### src/rtl/lkv_pkg.sv
// lkv_pkg: shared constants, entry layout, sequencer states and ram request struct
// for the lru key/value cache; no dependencies
package lkv_pkg;

    localparam int ENTRIES   = 16;
    localparam int KEY_WIDTH = 32;

    localparam int KEY_W   = (KEY_WIDTH < 32) ? KEY_WIDTH : 32;
    localparam int VAL_W   = 32;
    localparam int IDX_W   = (ENTRIES > 1) ? $clog2(ENTRIES) : 1;
    localparam int AGE_W   = IDX_W;
    localparam int COUNT_W = $clog2(ENTRIES + 1);
    localparam int CAP_W   = 5;
    localparam int PADDR_W = 3;
    localparam int PDATA_W = 32;

    localparam logic [CAP_W-1:0] CAP_RESET = CAP_W'(16);

    // register index, taken from paddr above the byte offset
    localparam logic [PADDR_W-3:0] REG_CAPACITY = '0;

    localparam logic CMD_GET = 1'b0;
    localparam logic CMD_SET = 1'b1;

    typedef struct packed {
        logic [KEY_W-1:0] key;
        logic [VAL_W-1:0] value;
        logic [AGE_W-1:0] age;
    } entry_t;

    typedef struct packed {
        logic             we;
        logic [IDX_W-1:0] waddr;
        entry_t           wdata;
        logic             re;
        logic [IDX_W-1:0] raddr;
    } ram_req_t;

    typedef enum logic [1:0] {
        ST_IDLE,
        ST_SEARCH,
        ST_RESULT,
        ST_UPDATE
    } state_t;

endpackage

### src/rtl/lkv_entry_ram.sv
// lkv_entry_ram: entry store holding key, value and recency rank per slot
// one write port, one read port with registered read data; uses lkv_pkg
module lkv_entry_ram
    import lkv_pkg::*;
(
    input  logic     aclk,
    input  ram_req_t req,
    output entry_t   rdata
);

    entry_t mem [ENTRIES];
    entry_t rdata_reg;

    always_ff @(posedge aclk) begin
        if (req.we) begin
            mem[req.waddr] <= req.wdata;
        end
        if (req.re) begin
            rdata_reg <= mem[req.raddr];
        end
    end

    assign rdata = rdata_reg;

endmodule

### src/rtl/lkv_apb_regs.sv
// lkv_apb_regs: apb register file holding cache_capacity and producing its clamped form
// depends on lkv_pkg
module lkv_apb_regs
    import lkv_pkg::*;
(
    input  logic               aclk,
    input  logic               aresetn,
    input  logic               psel,
    input  logic               penable,
    input  logic               pwrite,
    input  logic [PADDR_W-1:0] paddr,
    input  logic [PDATA_W-1:0] pwdata,
    output logic [PDATA_W-1:0] prdata,
    output logic               pready,
    output logic [COUNT_W-1:0] eff_cap
);

    logic [CAP_W-1:0] cap_reg;
    logic [CAP_W-1:0] cap_next;
    logic             sel_cap;

    assign pready  = 1'b1;
    assign sel_cap = (paddr[PADDR_W-1:2] == REG_CAPACITY);

    always_comb begin
        cap_next = cap_reg;
        if (psel && penable && pwrite && pready && sel_cap) begin
            cap_next = pwdata[CAP_W-1:0];
        end
    end

    always_ff @(posedge aclk) begin
        if (!aresetn) begin
            cap_reg <= CAP_RESET;
        end else begin
            cap_reg <= cap_next;
        end
    end

    always_comb begin
        prdata = '0;
        if (sel_cap) begin
            prdata = PDATA_W'(cap_reg);
        end
    end

    // zero acts as one, anything above the slot count saturates
    always_comb begin
        if (int'(cap_reg) > ENTRIES) begin
            eff_cap = COUNT_W'(ENTRIES);
        end else if (cap_reg == '0) begin
            eff_cap = COUNT_W'(1);
        end else begin
            eff_cap = COUNT_W'(cap_reg);
        end
    end

endmodule

### src/rtl/lkv_engine.sv
// lkv_engine: request sequencer; search sweep over the entry ram, then for a set
// or get hit a read-modify-write sweep that reorders recency; depends on lkv_pkg
module lkv_engine
    import lkv_pkg::*;
(
    input  logic               aclk,
    input  logic               aresetn,
    input  logic               s_valid,
    output logic               s_ready,
    input  logic               s_command,
    input  logic [31:0]        s_key,
    input  logic [31:0]        s_value,
    output logic               m_valid,
    input  logic               m_ready,
    output logic               m_found,
    output logic [31:0]        m_read_value,
    input  logic [COUNT_W-1:0] eff_cap,
    output ram_req_t           ram_req,
    input  entry_t             ram_rdata
);

    state_t             state_reg, state_next;
    logic               cmd_reg, cmd_next;
    logic [KEY_W-1:0]   key_reg, key_next;
    logic [VAL_W-1:0]   val_reg, val_next;
    logic [COUNT_W-1:0] cnt_reg, cnt_next;
    logic               pend_reg, pend_next;
    logic [IDX_W-1:0]   pidx_reg, pidx_next;

    logic               hit_reg, hit_next;
    logic [IDX_W-1:0]   hit_idx_reg, hit_idx_next;
    logic [AGE_W-1:0]   hit_age_reg, hit_age_next;
    logic [VAL_W-1:0]   hit_val_reg, hit_val_next;
    logic               vic_reg, vic_next;
    logic [IDX_W-1:0]   vic_idx_reg, vic_idx_next;
    logic [AGE_W-1:0]   vic_age_reg, vic_age_next;
    logic               free_reg, free_next;
    logic [IDX_W-1:0]   free_idx_reg, free_idx_next;

    logic [IDX_W-1:0]   tgt_idx_reg, tgt_idx_next;
    logic [AGE_W-1:0]   limit_reg, limit_next;
    logic               all_reg, all_next;
    logic               insert_reg, insert_next;
    logic [VAL_W-1:0]   tval_reg, tval_next;

    logic [ENTRIES-1:0] valid_reg, valid_next;
    logic [COUNT_W-1:0] count_reg, count_next;

    logic               m_valid_reg, m_valid_next;
    logic               m_found_reg, m_found_next;
    logic [31:0]        m_value_reg, m_value_next;

    logic               sweep_done;
    entry_t             wb_entry;

    assign m_valid      = m_valid_reg;
    assign m_found      = m_found_reg;
    assign m_read_value = m_value_reg;
    assign sweep_done   = !pend_reg && (cnt_reg == COUNT_W'(ENTRIES));

    // write-back value for the slot whose read returns this cycle
    always_comb begin
        wb_entry = ram_rdata;
        if (pidx_reg == tgt_idx_reg) begin
            wb_entry.key   = key_reg;
            wb_entry.value = tval_reg;
            wb_entry.age   = '0;
        end else if (valid_reg[pidx_reg] && (all_reg || ram_rdata.age < limit_reg)) begin
            wb_entry.age = ram_rdata.age + AGE_W'(1);
        end
    end

    always_comb begin
        state_next    = state_reg;
        cmd_next      = cmd_reg;
        key_next      = key_reg;
        val_next      = val_reg;
        cnt_next      = cnt_reg;
        pend_next     = 1'b0;
        pidx_next     = pidx_reg;
        hit_next      = hit_reg;
        hit_idx_next  = hit_idx_reg;
        hit_age_next  = hit_age_reg;
        hit_val_next  = hit_val_reg;
        vic_next      = vic_reg;
        vic_idx_next  = vic_idx_reg;
        vic_age_next  = vic_age_reg;
        free_next     = free_reg;
        free_idx_next = free_idx_reg;
        tgt_idx_next  = tgt_idx_reg;
        limit_next    = limit_reg;
        all_next      = all_reg;
        insert_next   = insert_reg;
        tval_next     = tval_reg;
        valid_next    = valid_reg;
        count_next    = count_reg;
        m_valid_next  = m_valid_reg && !m_ready;
        m_found_next  = m_found_reg;
        m_value_next  = m_value_reg;
        s_ready       = 1'b0;
        ram_req       = '0;

        unique case (state_reg)
            ST_IDLE: begin
                s_ready = 1'b1;
                if (s_valid) begin
                    cmd_next   = s_command;
                    key_next   = s_key[KEY_W-1:0];
                    val_next   = s_value;
                    cnt_next   = '0;
                    hit_next   = 1'b0;
                    vic_next   = 1'b0;
                    free_next  = 1'b0;
                    state_next = ST_SEARCH;
                end
            end

            ST_SEARCH: begin
                if (cnt_reg != COUNT_W'(ENTRIES)) begin
                    ram_req.re    = 1'b1;
                    ram_req.raddr = cnt_reg[IDX_W-1:0];
                    pidx_next     = cnt_reg[IDX_W-1:0];
                    pend_next     = 1'b1;
                    cnt_next      = cnt_reg + COUNT_W'(1);
                end
                if (pend_reg) begin
                    if (valid_reg[pidx_reg]) begin
                        if (!hit_reg && ram_rdata.key == key_reg) begin
                            hit_next     = 1'b1;
                            hit_idx_next = pidx_reg;
                            hit_age_next = ram_rdata.age;
                            hit_val_next = ram_rdata.value;
                        end
                        if (!vic_reg || ram_rdata.age > vic_age_reg) begin
                            vic_next     = 1'b1;
                            vic_idx_next = pidx_reg;
                            vic_age_next = ram_rdata.age;
                        end
                    end else if (!free_reg) begin
                        free_next     = 1'b1;
                        free_idx_next = pidx_reg;
                    end
                end
                if (sweep_done) begin
                    cnt_next    = '0;
                    all_next    = 1'b0;
                    insert_next = 1'b0;
                    tval_next   = val_reg;
                    priority if (hit_reg) begin
                        tgt_idx_next = hit_idx_reg;
                        limit_next   = hit_age_reg;
                        if (cmd_reg == CMD_GET) begin
                            tval_next = hit_val_reg;
                        end
                        state_next = (cmd_reg == CMD_GET) ? ST_RESULT : ST_UPDATE;
                    end else if (cmd_reg == CMD_GET) begin
                        state_next = ST_RESULT;
                    end else if (count_reg >= eff_cap && vic_reg) begin
                        // full: reuse the least recent slot
                        tgt_idx_next = vic_idx_reg;
                        limit_next   = vic_age_reg;
                        state_next   = ST_UPDATE;
                    end else if (free_reg) begin
                        tgt_idx_next = free_idx_reg;
                        all_next     = 1'b1;
                        insert_next  = 1'b1;
                        state_next   = ST_UPDATE;
                    end else begin
                        state_next = ST_IDLE;
                    end
                end
            end

            ST_RESULT: begin
                if (!m_valid_reg || m_ready) begin
                    m_valid_next = 1'b1;
                    m_found_next = hit_reg;
                    m_value_next = hit_reg ? hit_val_reg : '0;
                    state_next   = hit_reg ? ST_UPDATE : ST_IDLE;
                end
            end

            ST_UPDATE: begin
                if (cnt_reg != COUNT_W'(ENTRIES)) begin
                    ram_req.re    = 1'b1;
                    ram_req.raddr = cnt_reg[IDX_W-1:0];
                    pidx_next     = cnt_reg[IDX_W-1:0];
                    pend_next     = 1'b1;
                    cnt_next      = cnt_reg + COUNT_W'(1);
                end
                if (pend_reg) begin
                    ram_req.we    = 1'b1;
                    ram_req.waddr = pidx_reg;
                    ram_req.wdata = wb_entry;
                end
                if (sweep_done) begin
                    if (insert_reg) begin
                        valid_next[tgt_idx_reg] = 1'b1;
                        count_next              = count_reg + COUNT_W'(1);
                    end
                    state_next = ST_IDLE;
                end
            end

            default: begin
                state_next = ST_IDLE;
            end
        endcase
    end

    always_ff @(posedge aclk) begin
        if (!aresetn) begin
            state_reg   <= ST_IDLE;
            pend_reg    <= 1'b0;
            valid_reg   <= '0;
            count_reg   <= '0;
            m_valid_reg <= 1'b0;
        end else begin
            state_reg   <= state_next;
            pend_reg    <= pend_next;
            valid_reg   <= valid_next;
            count_reg   <= count_next;
            m_valid_reg <= m_valid_next;
        end
    end

    always_ff @(posedge aclk) begin
        cmd_reg      <= cmd_next;
        key_reg      <= key_next;
        val_reg      <= val_next;
        cnt_reg      <= cnt_next;
        pidx_reg     <= pidx_next;
        hit_reg      <= hit_next;
        hit_idx_reg  <= hit_idx_next;
        hit_age_reg  <= hit_age_next;
        hit_val_reg  <= hit_val_next;
        vic_reg      <= vic_next;
        vic_idx_reg  <= vic_idx_next;
        vic_age_reg  <= vic_age_next;
        free_reg     <= free_next;
        free_idx_reg <= free_idx_next;
        tgt_idx_reg  <= tgt_idx_next;
        limit_reg    <= limit_next;
        all_reg      <= all_next;
        insert_reg   <= insert_next;
        tval_reg     <= tval_next;
        m_found_reg  <= m_found_next;
        m_value_reg  <= m_value_next;
    end

endmodule

### src/rtl/lru_key_value_cache_unit.sv
// lru key/value cache top level; one request at a time through the entry ram
// a get result is offered once the search sweep over every slot has finished
// a new request is taken only after the previous one is finished: a get miss needs the search sweep,
// a set or a get hit also the rank update sweep, both over the single read port of the entry ram
// reset (aresetn, synchronous): valid bits and entry count cleared, capacity back to 16;
// no clearing pass, the entry ram is only read behind its valid bits
module lru_key_value_cache_unit
    import lkv_pkg::*;
(
    input  logic               aclk,
    input  logic               aresetn,
    input  logic               s_valid,
    output logic               s_ready,
    input  logic               s_command,
    input  logic [31:0]        s_key,
    input  logic [31:0]        s_value,
    output logic               m_valid,
    input  logic               m_ready,
    output logic               m_found,
    output logic [31:0]        m_read_value,
    input  logic               psel,
    input  logic               penable,
    input  logic               pwrite,
    input  logic [PADDR_W-1:0] paddr,
    input  logic [PDATA_W-1:0] pwdata,
    output logic [PDATA_W-1:0] prdata,
    output logic               pready
);

    logic [COUNT_W-1:0] eff_cap;
    ram_req_t           ram_req;
    entry_t             ram_rdata;

    lkv_apb_regs u_regs (
        .aclk    (aclk),
        .aresetn (aresetn),
        .psel    (psel),
        .penable (penable),
        .pwrite  (pwrite),
        .paddr   (paddr),
        .pwdata  (pwdata),
        .prdata  (prdata),
        .pready  (pready),
        .eff_cap (eff_cap)
    );

    lkv_entry_ram u_ram (
        .aclk  (aclk),
        .req   (ram_req),
        .rdata (ram_rdata)
    );

    lkv_engine u_engine (
        .aclk         (aclk),
        .aresetn      (aresetn),
        .s_valid      (s_valid),
        .s_ready      (s_ready),
        .s_command    (s_command),
        .s_key        (s_key),
        .s_value      (s_value),
        .m_valid      (m_valid),
        .m_ready      (m_ready),
        .m_found      (m_found),
        .m_read_value (m_read_value),
        .eff_cap      (eff_cap),
        .ram_req      (ram_req),
        .ram_rdata    (ram_rdata)
    );

endmodule

### config.mk
export PLATFORM = sky130hd
export DESIGN_NAME = lru_key_value_cache_unit
export DESIGN_NICKNAME = d
export VERILOG_FILES = /design/src/rtl/lkv_pkg.sv /design/src/rtl/lkv_entry_ram.sv /design/src/rtl/lkv_apb_regs.sv /design/src/rtl/lkv_engine.sv /design/src/rtl/lru_key_value_cache_unit.sv
export SDC_FILE = /design/constraint.sdc
export NUM_CORES = 2
export LEC_CHECK = 0
export BUFFER_PORTS_ARGS = -buffer_cell sky130_fd_sc_hd__buf_2
export CAP_MARGIN = 20
export CELL_PAD_IN_SITES_DETAIL_PLACEMENT = 0
export CELL_PAD_IN_SITES_GLOBAL_PLACEMENT = 1
export CORE_UTILIZATION = 50
export DETAILED_ROUTE_END_ITERATION = 10
export PLACE_DENSITY = 0.78
export RECOVER_POWER = 25
export SYNTH_ARGS = -nofsm -noshare
export SYNTH_HDL_FRONTEND = slang
export SYNTH_SLANG_ARGS = --single-unit
### constraint.sdc
create_clock -name aclk -period 19 [get_ports aclk]
set_input_delay 3.8 -clock aclk [delete_from_list [all_inputs] [get_ports aclk]]
set_output_delay 3.8 -clock aclk [all_outputs]
set_load 0.05 [all_outputs]
==> flow_summary_export.csv <==
group,metric,value,unit
global_routing,grt_pass1_vias,26500,
synthesis,syn_inst,2654,
clock_tree,cts_made_buffers,141,
worst_setup_path,end_kind,"register",
timing,clock.fmax,117,MHz
hold_path,hold_start,"u_ram.rdata[22]$_DFFE_PP_",
finish,final_common_cell,"edfxtp_1",
synthesis,synth_top_area_cell,"edfxtp_1",
finish,multiInputGateArea,11800,sq um
finish,final_cell_area,60400,sq um
timing,relSlewSlack,-234,%
global_routing,grt_pass1_wl,172,mm
clock_tree,cts_tree,"done",
finish,most-common-layout-cells,"edfxtp_1 (1359), mux4_2 (277), nand2_1 (220)",
job,drv_cap,21,
floorplanning,rows,119,
detailed_routing,drc,0,
finish,largest_reg_flops,1088,
finish,fill_cells,7725,
synthesis,ys_top_cells_by_area,"edfxtp_1 (76%), mux4_2 (12%), nand2_1 (1.6%), mux2_2 (1.5%), mux2i_1 (1.5%)",
clock_tree,cts-resized-gates,0,
placed_design,place.gp.congestion,0.728,
worst_setup_path,rr_worst_depth,10,
clock_tree,htree_levels,4,
synthesis,ys_warn_count,0,
floorplanning,core,106000,sq um
timing,fin_tns_setup,0,ns
clock_tree,ctsHoldBuffers,0,
worst_setup_path,crit_start,"u_engine.cnt_reg[1]$_DFFE_PP_",
detailed_routing,drt_wl_total,117,mm
worst_setup_path,crit_type,"reg -> reg",
detailed_routing,wl_per_cell,27.0,um
finish,diodes,0,
timing,finalClockSkew,0.0295,ns
timing,rsz0062_at_grt,"no",
synthesis,synth_area,53800,sq um
global_routing,grt_max_degree,117,
clock_tree,clk_pin_slew,0.06,ns
clock_tree,cts.sinks,1389,
finish,seqCellArea,41400,sq um
floorplanning,start_util,50.7,%
detailed_routing,dr.pass1.iters,6,
clock_tree,post-cts-setup-buffers,0,
timing,min_period,8.56,ns
worst_setup_path,regToRegStartpoint,"u_engine.cnt_reg[1]$_DFFE_PP_",
hold_path,min_path_type,"reg -> reg",
floorplanning,dieArea,109000,sq um
finish,drive_gt1_share,24.7,%
global_routing,antenna_found_initial,1,
timing,final-setup-viol-count,0,
synthesis,netlist.area_leader.share,75.9,%
pwr,power.leakage,0.0176,uW
worst_setup_path,crit_required,19.43,ns
clock_tree,ctsLongestPathBuffers,3,
timing,slew_violations,723,
detailed_routing,first_iter_violations,2784,
placed_design,postPlaceCellArea,56000,sq um
timing,post-route-period-util,45.1,%
floorplanning,pin_count,175,
floorplanning,die_h,330,um
placed_design,hpwl,58.2,mm
synthesis,synth_seq_cells,1389,
global_routing,grt_overflow_total,0,
finish,syn2layout_area_growth,12.2,%
detailed_routing,ant_nets,0,
worst_setup_path,arrival,8.99,ns
worst_setup_path,critPathLaunchType,"register",
clock_tree,clk_latency,0.74,ns
pwr,p_per_area,103,nW/um^2
worst_setup_path,reg2reg_to,"u_ram.rdata[59]$_DFFE_PP_",
synthesis,async_flop_share,0,%
global_routing,grt_util_all_layers,21.8,%
detailed_routing,vias,26000,
timing,hold_violations,0,
hold_path,holdPathEnd,"u_engine.hit_val_reg[18]$_DFFE_PP_",
synthesis,synth-seq-area-share,77.0,%
detailed_routing,vias_per_cell,5.97,
synthesis,synth_ff_type,"edfxtp_1",
worst_setup_path,r2r_slack,10.44,ns
synthesis,synth_edf_count,1359,
clock_tree,cts_root_buffer,"clkbuf_16",
synthesis,ys_types,51,
placed_design,port_buffers,117,
synthesis,avgSynthCellArea,20.3,sq um
finish,nets,2977,
floorplanning,fp.dieW,330,um
run_status,violations,"max-capacitance violations, max-slew violations",
run_status,status,"finished with violations",
timing,worst_pin_slew,5.01,ns
worst_setup_path,cp_max_fo,96,
hold_path,whs_path_depth,0,
pwr,peakVddDrop,0.0921,mV
==> Yosys cell counts, types with 2 or more instances <==
library cell and instances:
o21ai_1 70, mux4_2 277, a21oi_1 72, and2_1 41, nand4_1 13, nand3_1 7, mux2_2 71, nor2_1 39
nand2b_1 6, nor2b_1 17, conb_1 2, ha_1 17, o21a_1 14, a21o_1 2, o21ai_0 15, nand3b_1 3
mux2_1 30, buf_2 64, a31oi_1 4, edfxtp_1 1359, xor2_1 3, nor3_1 15, clkbuf_1 58, buf_4 30
mux2i_1 78, dfxtp_1 30, xnor2_1 41, nand2_1 223, buf_1 8, inv_1 18, and3_1 7
==> layout make-up <==
class,instances,area share [%]
multi-input combinational,1112,19.5
inverter,18,0.112
clock buffer,182,6.26
clock inverter,64,0.871
tap,1391,2.88
timing repair buffer,191,1.77
sequential,1389,68.6
==> critical path: stages (launching register included) <==
cell,delay (ns)
edfxtp_1,0.53
inv_1,0.08
ha_1,0.19
nand4bb_1,0.29
and2_0,3.62
nand2_8,1.49
buf_4,0.77
buf_4,0.53
mux4_2,0.40
mux2i_1,0.16
o21ai_1,0.07
==> stage by stage <==
step	power (uW)	worst slack, ns	instances	utilization (%)	hold WS, ns
after CTS	6260	10.85	4327	56.9	0.446
after floorplan	3600	10.71	2680	-	0.426
final	6210	10.44	4347	56.9	0.444
after global placement	3670	10.88	4080	52.8	0.428
after detailed placement	3680	10.85	4081	52.8	0.433
after global routing	6390	10.06	4347	56.9	0.454
==> per-layer routing <==
metal  track usage [%]  part of all wire (%)  vias up
li1                  -                     -    11000
met1              29.8                    41    13800
met2              36.2                    50     1013
met3              3.78                   6.7      194
met4              6.48                   2.3        0
met5                 0                     0        -
==> worst max path at each step <==
stage / endpoint / cells past startpoint
floorplan: prdata[0] / 1
global placement: prdata[3] / 3
detailed placement: prdata[3] / 3
CTS: prdata[3] / 3
global route: u_ram.rdata[62]$_DFFE_PP_ / 10
finish: u_ram.rdata[59]$_DFFE_PP_ / 10
==> power breakdown <==
part,internal [uW],total (uW),switching [uW]
clock,1470,2600,1130
combinational,82.1,231,149
sequential,3360,3380,25.2
total,4910,6210,1300
==> kinds of logic after synthesis <==
group	count (synthesis)	share of synthesized area, %
adders and majority gates	17	0.395
and+or+nand+nor	382	3.23
AOI/OAI and AO/OA	185	1.88
DFF	1389	77.0
xor gates and xnor gates	44	0.716
other	2	0.0140
muxes	456	15.2
buffers and inverters	179	1.62
Note: power is estimated with default switching activity, not from simulation.
